==> src/design/bitmask_overlap_collision_unit_macros.svh <==
// Assertion macros for the bitmask overlap collision unit.
`ifndef BITMASK_OVERLAP_COLLISION_UNIT_MACROS_SVH
`define BITMASK_OVERLAP_COLLISION_UNIT_MACROS_SVH

// Assert that a property holds on every rising clock edge outside reset.
`define BOC_ASSERT(label, prop, msg) \
  label: assert property (@(posedge clk) disable iff (rst) (prop)) else $error(msg);

// Assert that a condition implies another in the next cycle.
`define BOC_ASSERT_NEXT(label, cond, prop, msg) \
  label: assert property (@(posedge clk) disable iff (rst) (cond) |=> (prop)) else $error(msg);

`endif

==> src/design/boc_pkg.sv <==
package boc_pkg;

  localparam int MaxSize = 64;
  localparam int DimW    = $clog2(MaxSize + 1);
  localparam int IdxW    = $clog2(MaxSize);
  localparam int AddrW   = IdxW + 1;

  typedef enum logic {
    OP_FILL  = 1'b0,
    OP_QUERY = 1'b1
  } op_t;

  typedef enum logic [1:0] {
    REG_FIRST_WIDTH   = 2'd0,
    REG_FIRST_HEIGHT  = 2'd1,
    REG_SECOND_WIDTH  = 2'd2,
    REG_SECOND_HEIGHT = 2'd3
  } reg_idx_t;

  typedef enum logic [2:0] {
    ST_IDLE,
    ST_FILL_RD,
    ST_FILL_WR,
    ST_Q_ROWS,
    ST_Q_RD,
    ST_Q_CHK,
    ST_DONE
  } state_t;

  // Classified command passed from front to back.
  typedef struct packed {
    logic               query;   // 1 query, 0 fill
    logic               hit;     // query: boxes overlap
    logic               write;   // fill: something to write
    logic               mask;
    logic               bit_value;
    logic [IdxW-1:0]    col_lo;  // fill: columns; query: first mask column (mask 0)
    logic [DimW-1:0]    col_n;   // number of columns to visit
    logic [MaxSize-1:0] row_bits;// fill: row mask
    logic [IdxW-1:0]    col1;    // query: first column in mask 1
    logic [IdxW-1:0]    row0;    // query: first row in mask 0
    logic [IdxW-1:0]    row1;    // query: first row in mask 1
    logic [DimW-1:0]    row_n;   // query: rows in overlap
    logic [DimW-1:0]    step;
  } cmd_t;

  function automatic logic [DimW-1:0] clamp_dim(input logic [6:0] v);
    clamp_dim = (v > 7'(MaxSize)) ? DimW'(MaxSize) : DimW'(v);
  endfunction

endpackage

==> src/design/boc_front.sv <==
module boc_front
  import boc_pkg::*;
(
  input  logic        clk,
  input  logic        rst,
  input  logic        in_valid,
  output logic        in_ready,
  input  logic [103:0] in_data,
  input  logic [DimW-1:0] fw0,
  input  logic [DimW-1:0] fh0,
  input  logic [DimW-1:0] fw1,
  input  logic [DimW-1:0] fh1,
  output logic        q_valid,
  input  logic        q_ready,
  output cmd_t        q_cmd
);

  // Field unpack.
  logic              op, msel, bval;
  logic signed [6:0] fx, fy;
  logic [6:0]        fwid, fhgt, stp;
  logic signed [15:0] x0, y0, x1, y1;

  assign op   = in_data[0];
  assign msel = in_data[1];
  assign fx   = in_data[8:2];
  assign fy   = in_data[15:9];
  assign fwid = in_data[22:16];
  assign fhgt = in_data[29:23];
  assign bval = in_data[30];
  assign x0   = in_data[46:31];
  assign y0   = in_data[62:47];
  assign x1   = in_data[78:63];
  assign y1   = in_data[94:79];
  assign stp  = in_data[101:95];

  cmd_t cmd;
  logic [DimW-1:0] mw, mh;
  logic [7:0] xe_f, ye_f;
  logic [7:0] xe_c, ye_c;
  logic signed [17:0] xa0, xb0, ya0, yb0, xa1, xb1, ya1, yb1;
  logic signed [17:0] xs, xe, ys, ye;
  logic ovl;

  // Stage register holds the classified item (queue of depth two).
  cmd_t          buf_q [2];
  logic [1:0]    cnt;
  logic          wptr, rptr;

  always_comb begin
    cmd = '0;
    mw  = msel ? fw1 : fw0;
    mh  = msel ? fh1 : fh0;
    xe_f = 8'(fx[5:0]) + 8'(fwid);
    ye_f = 8'(fy[5:0]) + 8'(fhgt);
    xe_c = (xe_f < 8'(mw)) ? xe_f : 8'(mw);
    ye_c = (ye_f < 8'(mh)) ? ye_f : 8'(mh);
    xa0 = 18'(x0); ya0 = 18'(y0); xa1 = 18'(x1); ya1 = 18'(y1);
    xb0 = xa0 + 18'(fw0); yb0 = ya0 + 18'(fh0);
    xb1 = xa1 + 18'(fw1); yb1 = ya1 + 18'(fh1);
    ovl = !(xb0 <= xa1 || yb0 <= ya1 || xa0 >= xb1 || ya0 >= yb1);
    xs = (xa0 < xa1) ? xa1 : xa0;
    ys = (ya0 < ya1) ? ya1 : ya0;
    xe = (xb0 < xb1) ? xb0 : xb1;
    ye = (yb0 < yb1) ? yb0 : yb1;
    cmd.query     = op;
    cmd.mask      = msel;
    cmd.bit_value = bval;
    cmd.step      = (stp == 7'd0) ? DimW'(1) : DimW'(stp);
    if (op == OP_QUERY) begin
      // an empty mask can still pass the box test; nothing is sampled then
      cmd.hit    = ovl && (xe > xs) && (ye > ys);
      cmd.col_lo = IdxW'(xs - xa0);
      cmd.col1   = IdxW'(xs - xa1);
      cmd.row0   = IdxW'(ys - ya0);
      cmd.row1   = IdxW'(ys - ya1);
      cmd.col_n  = DimW'(xe - xs);
      cmd.row_n  = DimW'(ye - ys);
    end else begin
      cmd.write  = !fx[6] && !fy[6] && (8'(fx) < xe_c) && (8'(fy) < ye_c);
      cmd.col_lo = IdxW'(fx[5:0]);
      cmd.col_n  = DimW'(xe_c - 8'(fx[5:0]));
      for (int k = 0; k < MaxSize; k++) begin
        cmd.row_bits[k] = (8'(k) >= 8'(fy[5:0])) && (8'(k) < ye_c);
      end
    end
  end

  assign in_ready = (cnt != 2'd2);
  assign q_valid  = (cnt != 2'd0);
  assign q_cmd    = buf_q[rptr];

  always_ff @(posedge clk) begin
    if (rst) begin
      cnt <= '0; wptr <= 1'b0; rptr <= 1'b0;
    end else begin
      if (in_valid && in_ready) begin
        wptr <= ~wptr;
      end
      if (q_valid && q_ready) begin
        rptr <= ~rptr;
      end
      cnt <= cnt + 2'(in_valid && in_ready) - 2'(q_valid && q_ready);
    end
    if (in_valid && in_ready) begin
      buf_q[wptr] <= cmd;
    end
  end

  logic unused;
  assign unused = ^in_data[103:102];

endmodule

==> config.mk <==
export PLATFORM = sky130hd
export DESIGN_NAME = boc_front
export DESIGN_NICKNAME = d
export VERILOG_FILES = /design/src/design/bitmask_overlap_collision_unit_macros.svh /design/src/design/boc_pkg.sv /design/src/design/boc_front.sv
export SDC_FILE = /design/constraint.sdc
export NUM_CORES = 1
export LEC_CHECK = 0
export BUFFER_PORTS_ARGS = -buffer_cell sky130_fd_sc_hd__buf_2
export CORE_MARGIN = 2
export CORE_UTILIZATION = 53
export CTS_CLUSTER_DIAMETER = 60
export DETAILED_ROUTE_END_ITERATION = 7
export GPL_TIMING_DRIVEN = 0
export HOLD_SLACK_MARGIN = 0.06
export PLACE_DENSITY = 0.8
export SLEW_MARGIN = 20
export SYNTH_ARGS = -nofsm -noshare
export SYNTH_HDL_FRONTEND = slang
export SYNTH_SLANG_ARGS = --single-unit
==> constraint.sdc <==
create_clock -name clk -period 7.1 [get_ports clk]
set_input_delay 0.71 -clock clk [delete_from_list [all_inputs] [get_ports clk]]
set_output_delay 0.71 -clock clk [all_outputs]
set_load 0.02 [all_outputs]
# Word level (Yosys, flattened, before mapping)
# Memories as Yosys holds them, arrays and structs flattened. A register that Yosys moved wholly into a read port is not among the register bits.
# Cells that the tools add are included.
word_totals:
  register_bits: 4
  memories: 1
  mem_bits_rw: 228
  inputBits: 136
  output_inout_bits: 116
  elab_cells: 259
memory_table:
  columns: ["name", "words", "width", "read_ports", "rd_ports_with_merged_regs", "wr", "line", "rtl"]
  rows:
  - ["buf_q", 2, 114, 1, 1, 1, "boc_front.sv:46", "cmd_t buf_q [2];"]
op_classes:
  reduce_logical: 78
  magnitude_cmp: 141
  mux: 18
  addsub: 15
  eq_ne: 1
  bitwise_logic: 2
ops:
  columns: ["cell", "n"]
  rows:
  - ["$lt A6 B8 Y1 const A", 32]
  - ["$ge A6 B6 Y1 const A", 31]
  - ["$lt A5 B8 Y1 const A", 16]
  - ["$ge A5 B6 Y1 const A", 16]
  - ["$mux W18", 4]
  - ["$logic_and A1 B1 Y1", 70]
  - ["$add A16 B8 Y17", 4]
  - ["$lt A4 B8 Y1 const A", 8]
  - ["$mux W64", 1]
  - ["$ge A4 B6 Y1 const A", 8]
  - ["$gt A18 B18 Y1", 2]
  - ["$ge A16 B17 Y1", 2]
  - ["$le A17 B16 Y1", 2]
  - ["$lt A17 B17 Y1", 2]
  - ["$lt A16 B16 Y1", 2]
  - ["$lt A3 B8 Y1 const A", 4]
  - ["$mux W25", 1]
  - ["$ge A3 B6 Y1 const A", 4]
  - ["$sub A6 B6 Y6", 4]
  - ["$mux W7", 3]
  - ["$add A6 B7 Y8", 2]
  - ["$lt A1 B8 Y1 const A", 2]
  - ["$lt A2 B8 Y1 const A", 2]
  - ["$lt A8 B7 Y1", 2]
  - ["other kinds (16)", 31]

# Logic depth before layout (Yosys ltp)
depth:
  word_depth: 9
  depth_mapped: 31
  mapped_depth_nobuf: 29

# Least setup slack after synthesis
# Ideal clock, no wire load.
synth_path:
  path_kind: "input to register"
  startpoint: "in in_data[47]"
  endpoint: "mem buf_q[0][112] (netlist bit), data pin"
  required_time_ps: 6839
  setup_ps: 261
  arrival_ps: 6025
  path_slack_ps: 815
  n_path_buf: 2
  path_stages: 31
  path_cell_list: "ha_1 > fa_1 > a21o_1 > a21oi_1 > o21bai_1 > a21oi_1 > o21bai_1 > nand2_1 > xor2_1 > inv_1 > ha_1 > nand3_1 > nor2_1 > a211oi_1 > o31ai_1 > a2111oi_0 > o31a_1 > buf_2 > buf_2 > mux2i_1 > ha_1 > inv_1 > fa_1 > a21o_1 > a21o_1 > a21o_1 > a21oi_1 > nor3_1 > o2bb2ai_1 > a211oi_1 > o2111a_1"
synth_lines:
  columns: ["item", "line", "rtl"]
  rows:
  - ["start: declaration", "boc_front.sv:8", "input logic [103:0] in_data,"]
  - ["end: declaration", "boc_front.sv:46", null]

==> flow_summary.json <==
{
  "wl_met2_um": 24900,
  "drtPass1Iterations": 7,
  "hp-start": "in_data[30]",
  "drt_iter0_markers": 1097,
  "synth_cells": 1754,
  "synth_seq_cells": 233,
  "start_util": 0.540,
  "core_area_sq_um": 34600,
  "yosysSeqAreaShare": 0.372,
  "cp_num_buf_inv": 3,
  "fin_crit_sh": 0.951,
  "vias": 14992,
  "io_buffers": 249,
  "path_max_fanout": 10,
  "power.density_nw_per_um2": 272,
  "h-tree-depth": 1,
  "path_clk_slew_ns": 0.06,
  "min_to": "buf_q[0][109]$_DFFE_PP_",
  "finalSetupTns_ns": 0,
  "die_x_um": 192,
  "synth.distinct_cells": 73,
  "fmax_mhz": 148,
  "worst_setup_path_start_kind": "input pin",
  "grt_pass1_vias": 14891,
  "setup_viol": 0,
  "seq_power_share": 0.325,
  "fillCellCount": 2894,
  "worst_pin_slew_ns": 1.26,
  "ys.flop_type": "edfxtp_1",
  "p_clk_frac": 0.199,
  "worst-setup-path-type": "in -> reg",
  "synth-async-reset-ratio": 0,
  "rr_endpoint": "buf_q[0][100]$_DFFE_PP_",
  "met3WireLength_um": 3620,
  "p_int_w": 0.00358,
  "grt_overflow": 0,
  "via_per_inst": 5.96,
  "ir_worst_vdd_v": 0.000274,
  "ios": 252,
  "grt_setup_unrepaired": "no",
  "fin_ws_ns": 0.348,
  "crit_required_ns": 7.49,
  "antenna_found_initial": 3,
  "power_switching_w": 0.00225,
  "cpMaxStageDelayCell": "a2111oi_0",
  "hold_slack_ns": 0.376,
  "crit_arrival_ns": 7.14,
  "fin_nets": 2444,
  "place.gp.congestion": 0.984,
  "critical_path.max_stage_delay_ns": 0.69,
  "ys_warn_count": 0,
  "period_needed_ns": 6.75,
  "reg2reg_from": "cnt[0]$_SDFF_PP0_",
  "top_layer": "met5",
  "cts.path.max_buffers": 3,
  "num_rows": 68,
  "grt_util_all_layers": 0.274,
  "critPathTopFamily": "compound AO/OA/AOI/OAI gates",
  "grt_max_degree": 54,
  "hold_depth": 1,
  "p_leak_nw": 9.50,
  "hold_viol_final": 0,
  "syn_area_per_cell_sq_um": 10.7,
  "endpoint_kind": "flip-flop",
  "ant_nets": 0,
  "holdCritPathClass": "in -> reg",
  "cts_buffers": 24,
  "ff2ff_setup_slack_ns": 4.95,
  "sw_frac_of_total": 0.386,
  "wl_met1_um": 21000,
  "layout-drive-gt1-share": 0.220,
  "reg2reg_depth": 5,
  "cap_violations": 0,
  "drc": 0,
  "hpwl_um": 41300,
  "slew_violations": 0,
  "dieArea_sq_um": 36800,
  "synth_edf_count": 228,
  "post-place-ws_ns": -0.446,
  "finalClockSkew_ns": 0.00829,
  "max-slew-margin-rel": 0.154,
  "routedWlPerCell_um": 20.4,
  "cts.sinks": 233,
  "clkLatencyLatePin_ns": 0.53,
  "netlist_area_sq_um": 18700,
  "cts_root_buf": "clkbuf_16",
  "area.growth.synth_to_final_pct": 14.7,
  "routed_wirelength_um": 51300,
  "grt_pass1_wl_um": 78300,
  "status": "complete, no violations",
  "pwr-share-comb": 0.476,
  "fp.dieH_um": 192,
  "cts_tree": "yes",
  "cp_common_cell": "ha_1"
}
[metrics by stage]
stage	power, W	utilization	cells	area [sq um]
after floorplan	0.00383	-	1755	18700
after global placement	0.00460	0.592	2459	20500
after detailed placement	0.00466	0.597	2465	20700
after CTS	0.00584	0.618	2509	21400
after global routing	0.00617	0.619	2512	21400
final	0.00583	0.620	2515	21500
[synth_stat cells, types with 13 or more instances]
cell type	number	share of area
a211oi_1	33	0.013
a21o_1	71	0.029
a21oi_1	106	0.028
a221oi_1	36	0.017
clkbuf_1	35	0.0070
edfxtp_1	228	0.37
fa_1	13	0.014
ha_1	257	0.17
inv_1	138	0.028
mux2_2	124	0.075
mux2i_1	66	0.035
nand2_1	66	0.013
nand2b_1	24	0.0080
nand3_1	28	0.0075
nand4_1	28	0.0094
nor2_1	116	0.023
nor2b_1	23	0.0077
nor3_1	21	0.0056
o21a_1	18	0.0072
o21ai_0	54	0.014
or3_1	13	0.0043
xnor2_1	63	0.030
xor2_1	27	0.013
[worst register-to-register path: stages, from the launching register on]
cell and delay [ns]:
dfxtp_1 0.35, nand2b_1 0.16, nand2_1 0.15, nor2_4 0.63
buf_12 0.29, buf_12 0.23
[power by group through the flow]
stage	Clock [W]	Combinational (W)	Sequential (W)
2_1_floorplan	0	0.00189	0.00194
3_3_place_gp	0	0.00264	0.00196
3_5_place_dp	0	0.00274	0.00193
4_1_cts	0.00118	0.00276	0.00190
5_1_grt	0.00123	0.00302	0.00192
6_report	0.00116	0.00278	0.00189
[cell families (layout without fill, tap and decap cells)]
kind of cell             after synthesis  in the layout  synth area share
adder cells (fa/ha/maj)              271            271             0.186
multiplexers                         198            198             0.115
other                                  1              6          0.000201
XOR/XNOR                              91             91            0.0436
AND/OR/NAND/NOR                      363            363            0.0954
AO/OA/AOI/OAI                        401            401             0.146
buffers and inverters                196            497            0.0410
flip-flops                           233            233             0.372
[placed cells by master, fill, tap and decap left out, types with 5 or more instances in the layout]
master     instances
o21bai_1           7
o211ai_1           9
buf_1              7
a211o_1            5
and2_1            10
and3_1             7
or2_2              9
o21ai_0           54
buf_2            259
nand4_1           28
a31oi_1            5
nor3_1            21
nand2b_1          24
nand2_1           66
nor2_1           115
a221oi_1          36
mux2_2           124
mux2_1             7
nand3_1           28
edfxtp_1         228
o31ai_1            5
xnor2_1           62
clkbuf_16         25
clkbuf_1          42
a211oi_1          33
o21a_1            18
xor2_1            27
a21oi_1          106
or3_1             13
a2111oi_0          6
mux2i_1           66
ha_1             257
a21o_1            71
fa_1              13
clkinv_1           5
inv_1            138
dfxtp_1            5
nor2b_1           23
[repair_timing]
| action | in CTS | in global routing |
|---|---|---|
| setup buffers | 0 | 2 |
| hold buffers | 0 | 0 |
| endpoints found under the setup margin | 0 | 6 |
| endpoints found under the hold margin | 0 | 0 |
| resized for setup | 0 | 9 |
[how the worst max path moves through the flow]
stage	startpoint	endpoint	slack (ns)	depth (start not counted)
floorplan	in_data[47]	buf_q[0][112]$_DFFE_PP_	0.81	31
global placement	in_valid	buf_q[0][98]$_DFFE_PP_	-1.67	3
detailed placement	in_data[31]	buf_q[0][112]$_DFFE_PP_	-0.45	29
CTS	in_data[31]	buf_q[0][112]$_DFFE_PP_	0.06	29
global route	in_data[47]	buf_q[0][112]$_DFFE_PP_	0.02	32
finish	in_data[31]	buf_q[0][112]$_DFFE_PP_	0.35	27
[layer usage]
layer	up-vias	GRT usage
li1	7159	-
met1	7156	0.343
met2	556	0.477
met3	119	0.0429
met4	2	0.102
met5	-	0
[cell type report]
cell class              instances  area, sq um  area share
repair buffers                257         1400      0.0651
inverters                     139          522      0.0243
clock buffers                  32          652      0.0304
flip-flops and latches        233         6950       0.324
well taps                     455          569      0.0265
diodes                          4         10.0    0.000467
plain buffers                  57          253      0.0118
multi-input cells            1326        11000       0.514
clock inverters                12         80.1     0.00373
[registers in the layout (all words and copies together), names as in the netlist, named ones only]
| register | cells |
|---|---|
| cnt | 2 |
| rptr | 1 |
| wptr | 1 |
| buf_q | 228 |
Power figures use the tool's default switching activity.
